File: src/sv/cis_pkg.sv
// ----------------------------------------------------------------------------
// Chamber imaging sequencer package
// Types, mode codes and register reset values shared by the sequencer files.
// ----------------------------------------------------------------------------
package cis_pkg;

  localparam logic [2:0] MODE_IDLE    = 3'd0;
  localparam logic [2:0] MODE_PRECON  = 3'd1;
  localparam logic [2:0] MODE_READY   = 3'd2;
  localparam logic [2:0] MODE_WARM    = 3'd3;
  localparam logic [2:0] MODE_FIRST   = 3'd4;
  localparam logic [2:0] MODE_RECUR   = 3'd5;
  localparam logic [2:0] MODE_UPLOAD  = 3'd6;

  localparam logic [2:0] REG_IDLE_TICKS      = 3'd0;
  localparam logic [2:0] REG_PRECON_TICKS    = 3'd1;
  localparam logic [2:0] REG_READY_TIMEOUT   = 3'd2;
  localparam logic [2:0] REG_FIRST_IMAGE     = 3'd3;
  localparam logic [2:0] REG_CAPTURE_START   = 3'd4;
  localparam logic [2:0] REG_CAPTURE_PERIOD  = 3'd5;
  localparam logic [2:0] REG_ROUND_LIMIT     = 3'd6;
  localparam logic [2:0] REG_UPLOAD_TICKS    = 3'd7;

  localparam logic [15:0] RST_IDLE_TICKS     = 16'd100;
  localparam logic [15:0] RST_PRECON_TICKS   = 16'd200;
  localparam logic [15:0] RST_READY_TIMEOUT  = 16'd400;
  localparam logic [15:0] RST_FIRST_IMAGE    = 16'd60;
  localparam logic [15:0] RST_CAPTURE_START  = 16'd200;
  localparam logic [15:0] RST_CAPTURE_PERIOD = 16'd400;
  localparam logic [7:0]  RST_ROUND_LIMIT    = 8'd10;
  localparam logic [15:0] RST_UPLOAD_TICKS   = 16'd200;

  localparam logic [15:0] TIMER_MAX = 16'hFFFF;

  typedef struct packed {
    logic hand_in_chamber;
    logic warming_steady;
    logic hand_on_plate;
    logic cooling_steady;
    logic next_hand;
  } cis_in_t;

  typedef struct packed {
    logic system_on;
    logic cooler_on;
    logic heater_on;
    logic hand_heating_on;
    logic hand_cooling_on;
    logic image_capture_on;
    logic upload_on;
  } cis_enables_t;

  typedef struct packed {
    logic [2:0]   mode;
    logic         system_on;
    logic         cooler_on;
    logic         heater_on;
    logic         hand_heating_on;
    logic         hand_cooling_on;
    logic         image_capture_on;
    logic         upload_on;
  } cis_out_t;

  typedef struct packed {
    logic [15:0] idle_ticks;
    logic [15:0] precondition_ticks;
    logic [15:0] ready_timeout_ticks;
    logic [15:0] first_image_ticks;
    logic [15:0] capture_start_tick;
    logic [15:0] capture_period_ticks;
    logic [7:0]  image_round_limit;
    logic [15:0] upload_ticks;
  } cis_cfg_t;

  typedef struct packed {
    logic [2:0]   mode;
    logic [15:0]  timer;
    logic [7:0]   rounds;
    cis_enables_t en;
  } cis_state_t;

endpackage

File: src/sv/cis_cfg.sv
// ----------------------------------------------------------------------------
// Chamber imaging sequencer configuration registers
// Holds the eight threshold registers written through the plain write port.
// ----------------------------------------------------------------------------
module cis_cfg (
  input  logic              clk,
  input  logic              rst_n,
  input  logic              cfg_we,
  input  logic [2:0]        cfg_index,
  input  logic [15:0]       cfg_wdata,
  output cis_pkg::cis_cfg_t cfg
);
  import cis_pkg::*;

  cis_cfg_t cfg_r;

  always_ff @(posedge clk) begin
    if (!rst_n) begin
      cfg_r.idle_ticks           <= RST_IDLE_TICKS;
      cfg_r.precondition_ticks   <= RST_PRECON_TICKS;
      cfg_r.ready_timeout_ticks  <= RST_READY_TIMEOUT;
      cfg_r.first_image_ticks    <= RST_FIRST_IMAGE;
      cfg_r.capture_start_tick   <= RST_CAPTURE_START;
      cfg_r.capture_period_ticks <= RST_CAPTURE_PERIOD;
      cfg_r.image_round_limit    <= RST_ROUND_LIMIT;
      cfg_r.upload_ticks         <= RST_UPLOAD_TICKS;
    end else if (cfg_we) begin
      case (cfg_index)
        REG_IDLE_TICKS:     cfg_r.idle_ticks           <= cfg_wdata;
        REG_PRECON_TICKS:   cfg_r.precondition_ticks   <= cfg_wdata;
        REG_READY_TIMEOUT:  cfg_r.ready_timeout_ticks  <= cfg_wdata;
        REG_FIRST_IMAGE:    cfg_r.first_image_ticks    <= cfg_wdata;
        REG_CAPTURE_START:  cfg_r.capture_start_tick   <= cfg_wdata;
        REG_CAPTURE_PERIOD: cfg_r.capture_period_ticks <= cfg_wdata;
        REG_ROUND_LIMIT:    cfg_r.image_round_limit    <= cfg_wdata[7:0];
        REG_UPLOAD_TICKS:   cfg_r.upload_ticks         <= cfg_wdata;
        default:            cfg_r <= cfg_r;
      endcase
    end
  end

  assign cfg = cfg_r;

endmodule

File: src/sv/cis_step.sv
// ----------------------------------------------------------------------------
// Chamber imaging sequencer step logic
// Computes the next mode, timer, round count and enables for one tick.
// ----------------------------------------------------------------------------
module cis_step (
  input  cis_pkg::cis_state_t cur,
  input  cis_pkg::cis_in_t    din,
  input  cis_pkg::cis_cfg_t   cfg,
  output cis_pkg::cis_state_t nxt
);
  import cis_pkg::*;

  logic [15:0] bumped;

  assign bumped = (cur.timer < TIMER_MAX) ? cur.timer + 16'd1 : cur.timer;

  always_comb begin
    nxt = cur;
    case (cur.mode)
      MODE_IDLE: begin
        nxt.en.system_on       = 1'b1;
        nxt.en.cooler_on       = 1'b0;
        nxt.en.heater_on       = 1'b0;
        nxt.en.hand_heating_on = 1'b0;
        nxt.timer              = bumped;
        if (bumped >= cfg.idle_ticks) begin
          nxt.mode  = MODE_PRECON;
          nxt.timer = 16'd0;
        end
      end
      MODE_PRECON: begin
        nxt.en.cooler_on = 1'b1;
        nxt.en.heater_on = 1'b1;
        nxt.timer        = bumped;
        if (bumped >= cfg.precondition_ticks) begin
          nxt.mode  = MODE_READY;
          nxt.timer = 16'd0;
        end
      end
      MODE_READY: begin
        nxt.en.cooler_on = 1'b1;
        nxt.en.heater_on = 1'b1;
        nxt.timer        = bumped;
        if (din.hand_in_chamber) begin
          nxt.mode  = MODE_WARM;
          nxt.timer = 16'd0;
        end else if (bumped >= cfg.ready_timeout_ticks) begin
          nxt.mode  = MODE_IDLE;
          nxt.timer = 16'd0;
        end
      end
      MODE_WARM: begin
        nxt.en.hand_heating_on = 1'b1;
        if (din.warming_steady && din.hand_on_plate) begin
          nxt.mode               = MODE_FIRST;
          nxt.en.hand_heating_on = 1'b0;
        end else if (!din.hand_in_chamber) begin
          nxt.mode               = MODE_READY;
          nxt.en.hand_heating_on = 1'b0;
        end
      end
      MODE_FIRST: begin
        nxt.en.image_capture_on = 1'b1;
        nxt.en.hand_cooling_on  = 1'b1;
        nxt.timer               = bumped;
        if (bumped >= cfg.first_image_ticks) begin
          nxt.mode                = MODE_RECUR;
          nxt.en.image_capture_on = 1'b0;
          nxt.timer               = 16'd0;
        end
        if (!din.hand_on_plate) begin
          nxt.mode                = MODE_READY;
          nxt.en.image_capture_on = 1'b0;
          nxt.timer               = 16'd0;
        end
      end
      MODE_RECUR: begin
        nxt.timer = bumped;
        if (bumped >= cfg.capture_start_tick && bumped < cfg.capture_period_ticks) begin
          nxt.en.image_capture_on = 1'b1;
        end else if (bumped >= cfg.capture_period_ticks) begin
          nxt.en.image_capture_on = 1'b0;
          nxt.timer               = 16'd0;
          nxt.rounds              = cur.rounds + 8'd1;
        end
        if (nxt.rounds == cfg.image_round_limit || din.cooling_steady) begin
          nxt.mode                = MODE_UPLOAD;
          nxt.en.image_capture_on = 1'b0;
          nxt.timer               = 16'd0;
          nxt.rounds              = 8'd0;
        end
        if (!din.hand_on_plate) begin
          nxt.mode                = MODE_READY;
          nxt.en.image_capture_on = 1'b0;
          nxt.timer               = 16'd0;
          nxt.rounds              = 8'd0;
        end
      end
      MODE_UPLOAD: begin
        nxt.en.upload_on       = 1'b1;
        nxt.en.cooler_on       = 1'b0;
        nxt.en.hand_cooling_on = 1'b0;
        nxt.timer              = bumped;
        if (din.next_hand) begin
          nxt.mode         = MODE_WARM;
          nxt.en.upload_on = 1'b0;
          nxt.timer        = 16'd0;
        end else if (bumped >= cfg.upload_ticks) begin
          nxt.mode         = MODE_READY;
          nxt.en.upload_on = 1'b0;
          nxt.timer        = 16'd0;
        end
      end
      default: begin
        nxt.mode  = MODE_IDLE;
        nxt.timer = 16'd0;
      end
    endcase
  end

endmodule

File: src/sv/chamber_imaging_sequencer_unit.sv
// ----------------------------------------------------------------------------
// Chamber imaging sequencer unit
// A result is registered and is valid in the cycle after its tick is transferred.
// Throughput: one tick per cycle, set by the combinational step logic and the
// one-entry result register; a stalled result holds off new ticks.
// Reset: synchronous active-low reset returns the sequencer to idle with the
// timer, round count and all enables cleared, and loads the register defaults.
// ----------------------------------------------------------------------------
module chamber_imaging_sequencer_unit (
  input  logic              clk,
  input  logic              rst_n,
  input  logic              in_valid,
  output logic              in_stall,
  input  cis_pkg::cis_in_t  in_data,
  output logic              out_valid,
  input  logic              out_stall,
  output cis_pkg::cis_out_t out_data,
  input  logic              cfg_we,
  input  logic [2:0]        cfg_index,
  input  logic [15:0]       cfg_wdata
);
  import cis_pkg::*;

  cis_cfg_t   cfg;
  cis_state_t state_r;
  cis_state_t state_nxt;
  cis_out_t   out_data_r;
  logic       out_valid_r;
  logic       in_xfer;

  cis_cfg u_cfg (
    .clk       (clk),
    .rst_n     (rst_n),
    .cfg_we    (cfg_we),
    .cfg_index (cfg_index),
    .cfg_wdata (cfg_wdata),
    .cfg       (cfg)
  );

  cis_step u_step (
    .cur (state_r),
    .din (in_data),
    .cfg (cfg),
    .nxt (state_nxt)
  );

  assign in_stall = out_valid_r & out_stall;
  assign in_xfer  = in_valid & ~in_stall;

  always_ff @(posedge clk) begin
    if (!rst_n) begin
      state_r.mode   <= MODE_IDLE;
      state_r.timer  <= 16'd0;
      state_r.rounds <= 8'd0;
      state_r.en     <= '0;
      out_valid_r    <= 1'b0;
    end else begin
      if (in_xfer) begin
        state_r <= state_nxt;
      end
      if (in_xfer) begin
        out_valid_r <= 1'b1;
      end else if (!out_stall) begin
        out_valid_r <= 1'b0;
      end
    end
  end

  always_ff @(posedge clk) begin
    if (in_xfer) begin
      out_data_r.mode             <= state_nxt.mode;
      out_data_r.system_on        <= state_nxt.en.system_on;
      out_data_r.cooler_on        <= state_nxt.en.cooler_on;
      out_data_r.heater_on        <= state_nxt.en.heater_on;
      out_data_r.hand_heating_on  <= state_nxt.en.hand_heating_on;
      out_data_r.hand_cooling_on  <= state_nxt.en.hand_cooling_on;
      out_data_r.image_capture_on <= state_nxt.en.image_capture_on;
      out_data_r.upload_on        <= state_nxt.en.upload_on;
    end
  end

  assign out_valid = out_valid_r;
  assign out_data  = out_data_r;

endmodule

File: config.mk
export PLATFORM = sky130hd
export DESIGN_NAME = chamber_imaging_sequencer_unit
export DESIGN_NICKNAME = d
export VERILOG_FILES = /design/src/sv/cis_pkg.sv /design/src/sv/cis_cfg.sv /design/src/sv/cis_step.sv /design/src/sv/chamber_imaging_sequencer_unit.sv
export SDC_FILE = /design/constraint.sdc
export NUM_CORES = 1
export LEC_CHECK = 0
export ABC_AREA = 1
export BUFFER_PORTS_ARGS = -buffer_cell sky130_fd_sc_hd__buf_2
export CELL_PAD_IN_SITES_DETAIL_PLACEMENT = 1
export CELL_PAD_IN_SITES_GLOBAL_PLACEMENT = 1
export CORE_ASPECT_RATIO = 0.9
export CORE_UTILIZATION = 49
export DETAILED_ROUTE_END_ITERATION = 8
export GPL_TIMING_DRIVEN = 0
export PLACE_DENSITY_LB_ADDON = 0.25
export REMOVE_ABC_BUFFERS = 1
export SLEW_MARGIN = 20
export SYNTH_ARGS = -nofsm -noshare
export SYNTH_HDL_FRONTEND = slang
export SYNTH_HIERARCHICAL = 1
export SYNTH_SLANG_ARGS = --single-unit
File: constraint.sdc
create_clock -name clk -period 6 [get_ports clk]
set_input_delay 1.2 -clock clk [delete_from_list [all_inputs] [get_ports clk]]
set_output_delay 1.2 -clock clk [all_outputs]
set_load 0.03 [all_outputs]
==> summary.md, run 1 <==
| Metric | Value |
|---|---|
| Status | `complete, no violations` |
| P per Cell Area | `between 200 and 300 nW/um^2` |
| CTS Buf Count | `17` |
| Routability cong. | `~0.86` |
| Post-Route Skew | `between 0.01 and 0.015 ns` |
| Fin crit period | `between 5 and 6 ns` |
| Most common cell after layout, fill and taps aside | `nand2_1` |
| Drt pass-1 iters | `7` |
| Full die area | `23400 um^2` |
| Crit path launch type | `flip-flop` |
| Mapped Area | `approximately 11000 um^2` |
| Avg WL per Cell | `17.2 um` |
| Core area | `22400 um^2` |
| N_diodes | `0` |
| Worst slew pin tran | `1.19 ns` |
| Post-synthesis cell count | `between 1500 and 2000` |
| Sequential share of the synthesized area | `between 30 and 40%` |
| Post-detail-place hpwl | `~24 mm` |
| Fin. max-slew vios | `0` |
| Slew Limit Headroom | `between 10% and 20%` |
| Gate power share | `approximately a quarter` |
| Reg2reg start | `state_r[15]$_SDFFE_PN0P_` |
| Psw | `between 0.9 and 1 mW` |
| Yosys warning count | `6` |
| Post-synth EDFFs | `10` |
| Global-route wire length before repair | `between 50 and 60 mm` |
| Site Rows | `52` |
| GRT Resource Usage Total | `a little under a third` |
| H-tree depth | `4` |
| Most area-hungry cell type in the Yosys netlist | `dfxtp_1` |
| Detail Route Antenna Nets | `0` |
| CTS tree | `done` |
| Layout cell share with drive strength beyond 1 | `8.02%` |
| CP endpoint kind | `flip-flop` |
| Largest net degree at the start of global routing | `82` |
| Postcts setup bufs | `0` |
| CP most frequent cell | `nand2_1` |
| Hold/Removal Path Class | `reg -> reg` |
| Static leakage | `between 5 and 6 nW` |
| Area growth, synth to finish | `8.46%` |
| Asr flop ratio synth | `0%` |
| Crit path required time | `~6.3 ns` |
| CTS Sinks | `between 150 and 200` |
| Max Fanout on Critical Path | `18` |
| Clock buffer depth | `2` |
| Grt ovf | `0` |
| I/O Buffers | `40` |
| Die Y | `145 um` |
| RSZ-0062 raised after global routing | `false` |
| Clock Latency Late Sink | `between 0.4 and 0.5 ns` |
| Max_cap viols | `0` |
| Post-synth top flop | `dfxtp_1` |
| CP peak stage delay | `roughly 0.66 ns` |
| Vias in the first global route | `11200` |
| Final Hold Fails | `0` |
| Total Routed Length | `34.5 mm` |
| Hold path start | `u_cfg/cfg[61]$_SDFFE_PN1P_` |
| Seq pwr share | `between 30 and 40%` |
| Initial Util | `49.8%` |
| Most frequent cells in the layout | `nand2_1, nor2_1, inv_1` |
| Top cell type's share of synthesized area | `between 20 and 30%` |
| Drt via density | `about 5.4` |
| Fin Hold WS | `0.465 ns` |
| Seq cells post-synth | `165` |
| Post-route clock period utilization | `between 90 and 100%` |
| Setup TNS | `0 ns` |
| CTS Root Cell | `clkbuf_16` |
| Internal | `a little over 2 mW` |
| FMAX | `around 180 MHz` |
| Yosys cell types | `50` |
| I/O pin cnt | `between 40 and 50` |
| PnR Total Power | `around 3 mW` |
| Synth Area per Inst | `between 6 and 7 um^2` |
| Worst setup path start | `state_r[15]$_SDFFE_PN0P_` |
| Number of setup violations in the final report | `0` |
| Die width | `about 160 um` |
| DRC | `0` |
| Sw Ratio | `about a third` |
| Via count | `about 11000` |
| Critical path class | `reg -> reg` |
| Worst Path Arrival | `5.85 ns` |
| Nets | `1839` |
| Initial antenna violation count | `0` |
| Clock Pin Slew Worst Setup and Hold Paths | `about 0.070 ns` |
| Max IR drop VDD | `around 150 uV` |
| Slowest CP cell | `xnor2_2` |
| Iter 0 DRT Violations | `roughly 550` |
| Clock share of power | `36.6%` |
| Synth top area cells | `dfxtp_1, nand2_1, ha_1, nor2_1, nand3_1` |
-- power by group through the flow --
| stage | clock network (mW) | registers (mW) | logic [mW] |
|---|---|---|---|
| 5_1_grt | 1.19 | 1.21 | 0.819 |
| 3_3_place_gp | 0 | 1.23 | 0.675 |
| 4_1_cts | 1.14 | 1.21 | 0.726 |
| 6_report | 1.12 | 1.21 | 0.731 |
| 2_1_floorplan | 0 | 1.24 | 0.464 |
| 3_5_place_dp | 0 | 1.23 | 0.712 |
-- timing repair --
action / 4_1_cts / 5_1_grt
endpoints found under the hold margin: 0 / 0
gates resized for setup: 0 / 1
hold buffers: 0 / 0
endpoints found under the setup margin: 0 / 19
-- Yosys cell counts, types with 3 or more instances --
master    count
nor2_4        8
nor3_2        3
o21ai_0      21
o21bai_2      8
buf_4        10
a21oi_1      80
xor2_1        7
clkbuf_1     10
nand2_1     425
nor2_1      257
inv_1       243
nor2_2        8
nand3_1     187
a21oi_2      11
nand3_2       3
dfxtp_1     155
nor3_1       18
inv_2         6
nand2_2       4
clkinv_1      4
nand4_1      18
nand2_4       4
xnor2_1       7
ha_1        114
buf_2        35
edfxtp_1     10
or2_2         3
o211ai_1      5
-- metal layers --
layer / track usage (%) / wire, um / vias to the layer above
li1: - / - / 5363
met1: 38.2 / 15700 / 5258
met2: 52.8 / 16800 / 185
met3: 4.50 / 1280 / 43
met4: 10.1 / 771 / 0
met5: 0 / 0 / -
-- worst max-delay path: cells and delay by family (launching register included) --
family | cells | cell delay (ns)
compound gates | 2 | 0.61
simple gates | 24 | 2.81
xor+xnor | 1 | 0.66
fa+ha+maj | 2 | 0.68
buf+inv | 4 | 0.25
flops | 1 | 0.37
-- cell type report --
class | count | area (um^2)
fillers | 3073 | 10300
multi-input cells | 1215 | 6540
flip-flops and latches | 165 | 3400
inverters | 253 | 951
clock buffers | 28 | 517
well taps | 297 | 372
repair buffers | 44 | 290
clock inverters | 3 | 65.1
-- final timing paths --
path / end / slack, ns / cells after the start
worst max-delay path: state_r[17]$_SDFFE_PN0P_ / 0.47 / 33
worst min-delay path: u_cfg/cfg[61]$_SDFFE_PN1P_ / 0.46 / 2
worst max register to register: state_r[17]$_SDFFE_PN0P_ / 0.47 / 33
worst min register to register: u_cfg/cfg[61]$_SDFFE_PN1P_ / 0.46 / 2
-- cells by family after synthesis --
group / after synthesis / share of synthesized area, %
fa+ha+maj: 114 / 12.7
buf+inv: 312 / 11.6
simple gates: 947 / 36.4
compound gates: 139 / 7.54
flops: 165 / 30.4
xor+xnor: 15 / 1.30
-- flip-flops by register name (all words and copies together) (netlist names) --
register / flops
u_cfg/cfg: 120
out_valid: 1
out_data: 10
state_r: 34
-- per-stage QoR --
stage | std cells | util (%) | area, um^2 | setup slack, ns
global route | 2005 | 54.1 | 12100 | 0.200
floorplan | 1633 | - | 10800 | 1.95
detailed placement | 1974 | 51.4 | 11500 | 0.378
CTS | 2005 | 54.0 | 12100 | 0.281
global placement | 1970 | 50.9 | 11400 | 0.366
finish | 2005 | 54.1 | 12100 | 0.465
Note: power is estimated with default switching activity, not from simulation.
==> run 2: changes to the inputs <==
SKIP_CTS_REPAIR_TIMING = 1   (was default)
clock period = 6.75 ns   (was 6 ns; I/O delays follow)
==> run 2 against run 1 <==
Combinational power decreased by 11%. Core utilization hardly changed. Critical path depth grew 2. Wire length barely moved. Register-to-register slack improved by 0.52 ns. Highest routed layer unchanged.
==> summary.md, run 2 (synthesis results as in run 1) <==
| Metric | Value |
|---|---|
| Status | `complete, no violations` |
| GRT Resource Usage Total | `30.3% (unchanged)` |
| Crit path launch type | `flip-flop` |
| Total Routed Length | `34.5 mm (about the same)` |
| CP endpoint kind | `flip-flop` |
| Post-route clock period utilization | `85.4% (-6.9 points)` |
| Global-route wire length before repair | `56.4 mm (unchanged)` |
| CTS Buf Count | `17 (unchanged)` |
| Area growth, synth to finish | `8.40% (about the same)` |
| Die width | `161 um (unchanged)` |
| Avg WL per Cell | `17.2 um (about the same)` |
| Clock Latency Late Sink | `0.43 ns (about the same)` |
| Largest net degree at the start of global routing | `82 (unchanged)` |
| GRT Max-Usage Layer | `met2` |
| Site Rows | `52 (unchanged)` |
| DRC | `0 (unchanged)` |
| Slew Limit Headroom | `20.9% (+1.1 points)` |
| Grt ovf | `0 (unchanged)` |
| FMAX | `174 MHz (-3.9%)` |
| Met1 Use GR | `38.2% (unchanged)` |
| Die Y | `145 um (unchanged)` |
| Setup TNS | `0 ns (unchanged)` |
| Multi-input combinational cell area | `6530 um^2 (-0.11%)` |
| Fin cells | `2005 (unchanged)` |
| Final Hold Fails | `0 (unchanged)` |
| Flip-flop count of the largest register after layout | `120 (unchanged)` |
| I/O pin cnt | `41 (unchanged)` |
| Max_cap viols | `0 (unchanged)` |
| Drt via density | `5.41 (about the same)` |
| I/O Buffers | `40 (unchanged)` |
| Worst Path Arrival | `6.08 ns (+0.23 ns)` |
| Slowest CP cell | `xor2_1` |
| Drt pass-1 iters | `9 (+2)` |
| Pre-CTS setup slack | `1.13 ns (+0.750 ns)` |
| CTS Sinks | `165 (unchanged)` |
| Worst setup path start | `state_r[17]$_SDFFE_PN0P_` |
| Max IR drop VDD | `134 uV (-12%)` |
| Critical path class | `reg -> reg` |
| Static leakage | `5.92 nW (about the same)` |
| PnR Total Power | `2.72 mW (-11%)` |
| Most common cell after layout, fill and taps aside | `nand2_1` |
| Most frequent cells in the layout | `nand2_1, nor2_1, inv_1` |
| Reg2reg start | `state_r[17]$_SDFFE_PN0P_` |
| Fillers | `3075 (+0.065%)` |
| Initial Util | `49.8% (unchanged)` |
| Layout cell share with drive strength beyond 1 | `7.96% (-0.059 points)` |
| Detail Route Antenna Nets | `0 (unchanged)` |
| Crit path required time | `7.07 ns (+0.76 ns)` |
| Fin. max-slew vios | `0 (unchanged)` |
| Met3 GRT Util | `4.50% (unchanged)` |
| Max Fanout on Critical Path | `18 (unchanged)` |
| Core area | `22400 um^2 (unchanged)` |
| P per Cell Area | `224 nW/um^2 (-11%)` |
| Post-detail-place hpwl | `23.7 mm (unchanged)` |
| Fin crit period | `5.76 ns (+0.227 ns)` |
| Clock Pin Slew Worst Setup and Hold Paths | `0.06 ns (about the same)` |
| Hold path start | `u_cfg/cfg[61]$_SDFFE_PN1P_` |
| N_diodes | `0 (unchanged)` |
| Met2 Use GR | `52.8% (unchanged)` |
| Iter 0 DRT Violations | `519 (-5.5%)` |
| CTS tree | `done` |
| Final core occ | `54.0% (about the same)` |
| Placed insts | `1974 (unchanged)` |
| Worst Path Buf+Inv | `4 (unchanged)` |
| Via count | `10900 (+0.0092%)` |
| Hold/Removal Path Class | `reg -> reg` |
| RSZ-0062 raised after global routing | `false` |
| Final WS setup | `0.988 ns (+0.523 ns)` |
| Number of setup violations in the final report | `0 (unchanged)` |
| Full die area | `23400 um^2 (unchanged)` |
| Vias in the first global route | `11200 (unchanged)` |
| CP peak stage delay | `0.90 ns (+0.24 ns)` |
| Reg area | `3400 um^2 (unchanged)` |
| CP most frequent cell | `nand2_1` |
| Worst slew pin tran | `1.18 ns (-0.0158 ns)` |
| Nets | `1839 (unchanged)` |
| Clock buffer depth | `2 (unchanged)` |
| Post-Route Skew | `0.0106 ns (-0.000892 ns)` |
| Initial antenna violation count | `0 (unchanged)` |
| CTS Root Cell | `clkbuf_16` |
| Top Family by Delay on Critical Path | `simple AND/OR/NAND/NOR gates` |
| H-tree depth | `4 (unchanged)` |
| Routability cong. | `0.864 (unchanged)` |
run 2: worst reg2reg max path: cells and delay by family (launching register included):
family / cells / cell delay (ns)
and+or+nand+nor: 28 / 3.13
xor gates and xnor gates: 1 / 0.90
DFF: 1 / 0.47
adders and majority gates: 1 / 0.41
AOI/OAI and AO/OA: 1 / 0.40
buffers and inverters: 4 / 0.31
run 2: cell type report:
cell class	count	area share, %
clock inverter	3	0.536
tap	297	3.06
inverter	253	7.84
timing repair buffer	44	2.39
multi-input combinational	1215	53.8
sequential	165	28.1
clock buffer	28	4.26
run 2: power by group:
group	internal (mW)	switching, mW	total [mW]
registers	1.04	0.0380	1.07
logic	0.209	0.441	0.649
clock network	0.593	0.402	0.995
total	1.84	0.881	2.72
run 2: worst paths after layout:
check,end,slack (ns),cells past startpoint
min reg2reg,u_cfg/cfg[61]$_SDFFE_PN1P_,0.47,2
max reg2reg,state_r[17]$_SDFFE_PN0P_,0.99,35
min,u_cfg/cfg[61]$_SDFFE_PN1P_,0.47,2
max,state_r[17]$_SDFFE_PN0P_,0.99,35
run 2: metal layers:
layer	vias to the layer above	wire [um]
met5	-	0
met2	183	16700
met1	5254	15700
met4	0	826
li1	5365	-
met3	48	1300
run 2: metrics by stage:
stage	area (um^2)	hold slack (ns)
finish	12100	0.466
global route	12100	0.484
CTS	12100	0.463
detailed placement	11500	0.450
global placement	11400	0.440
floorplan	10800	0.429
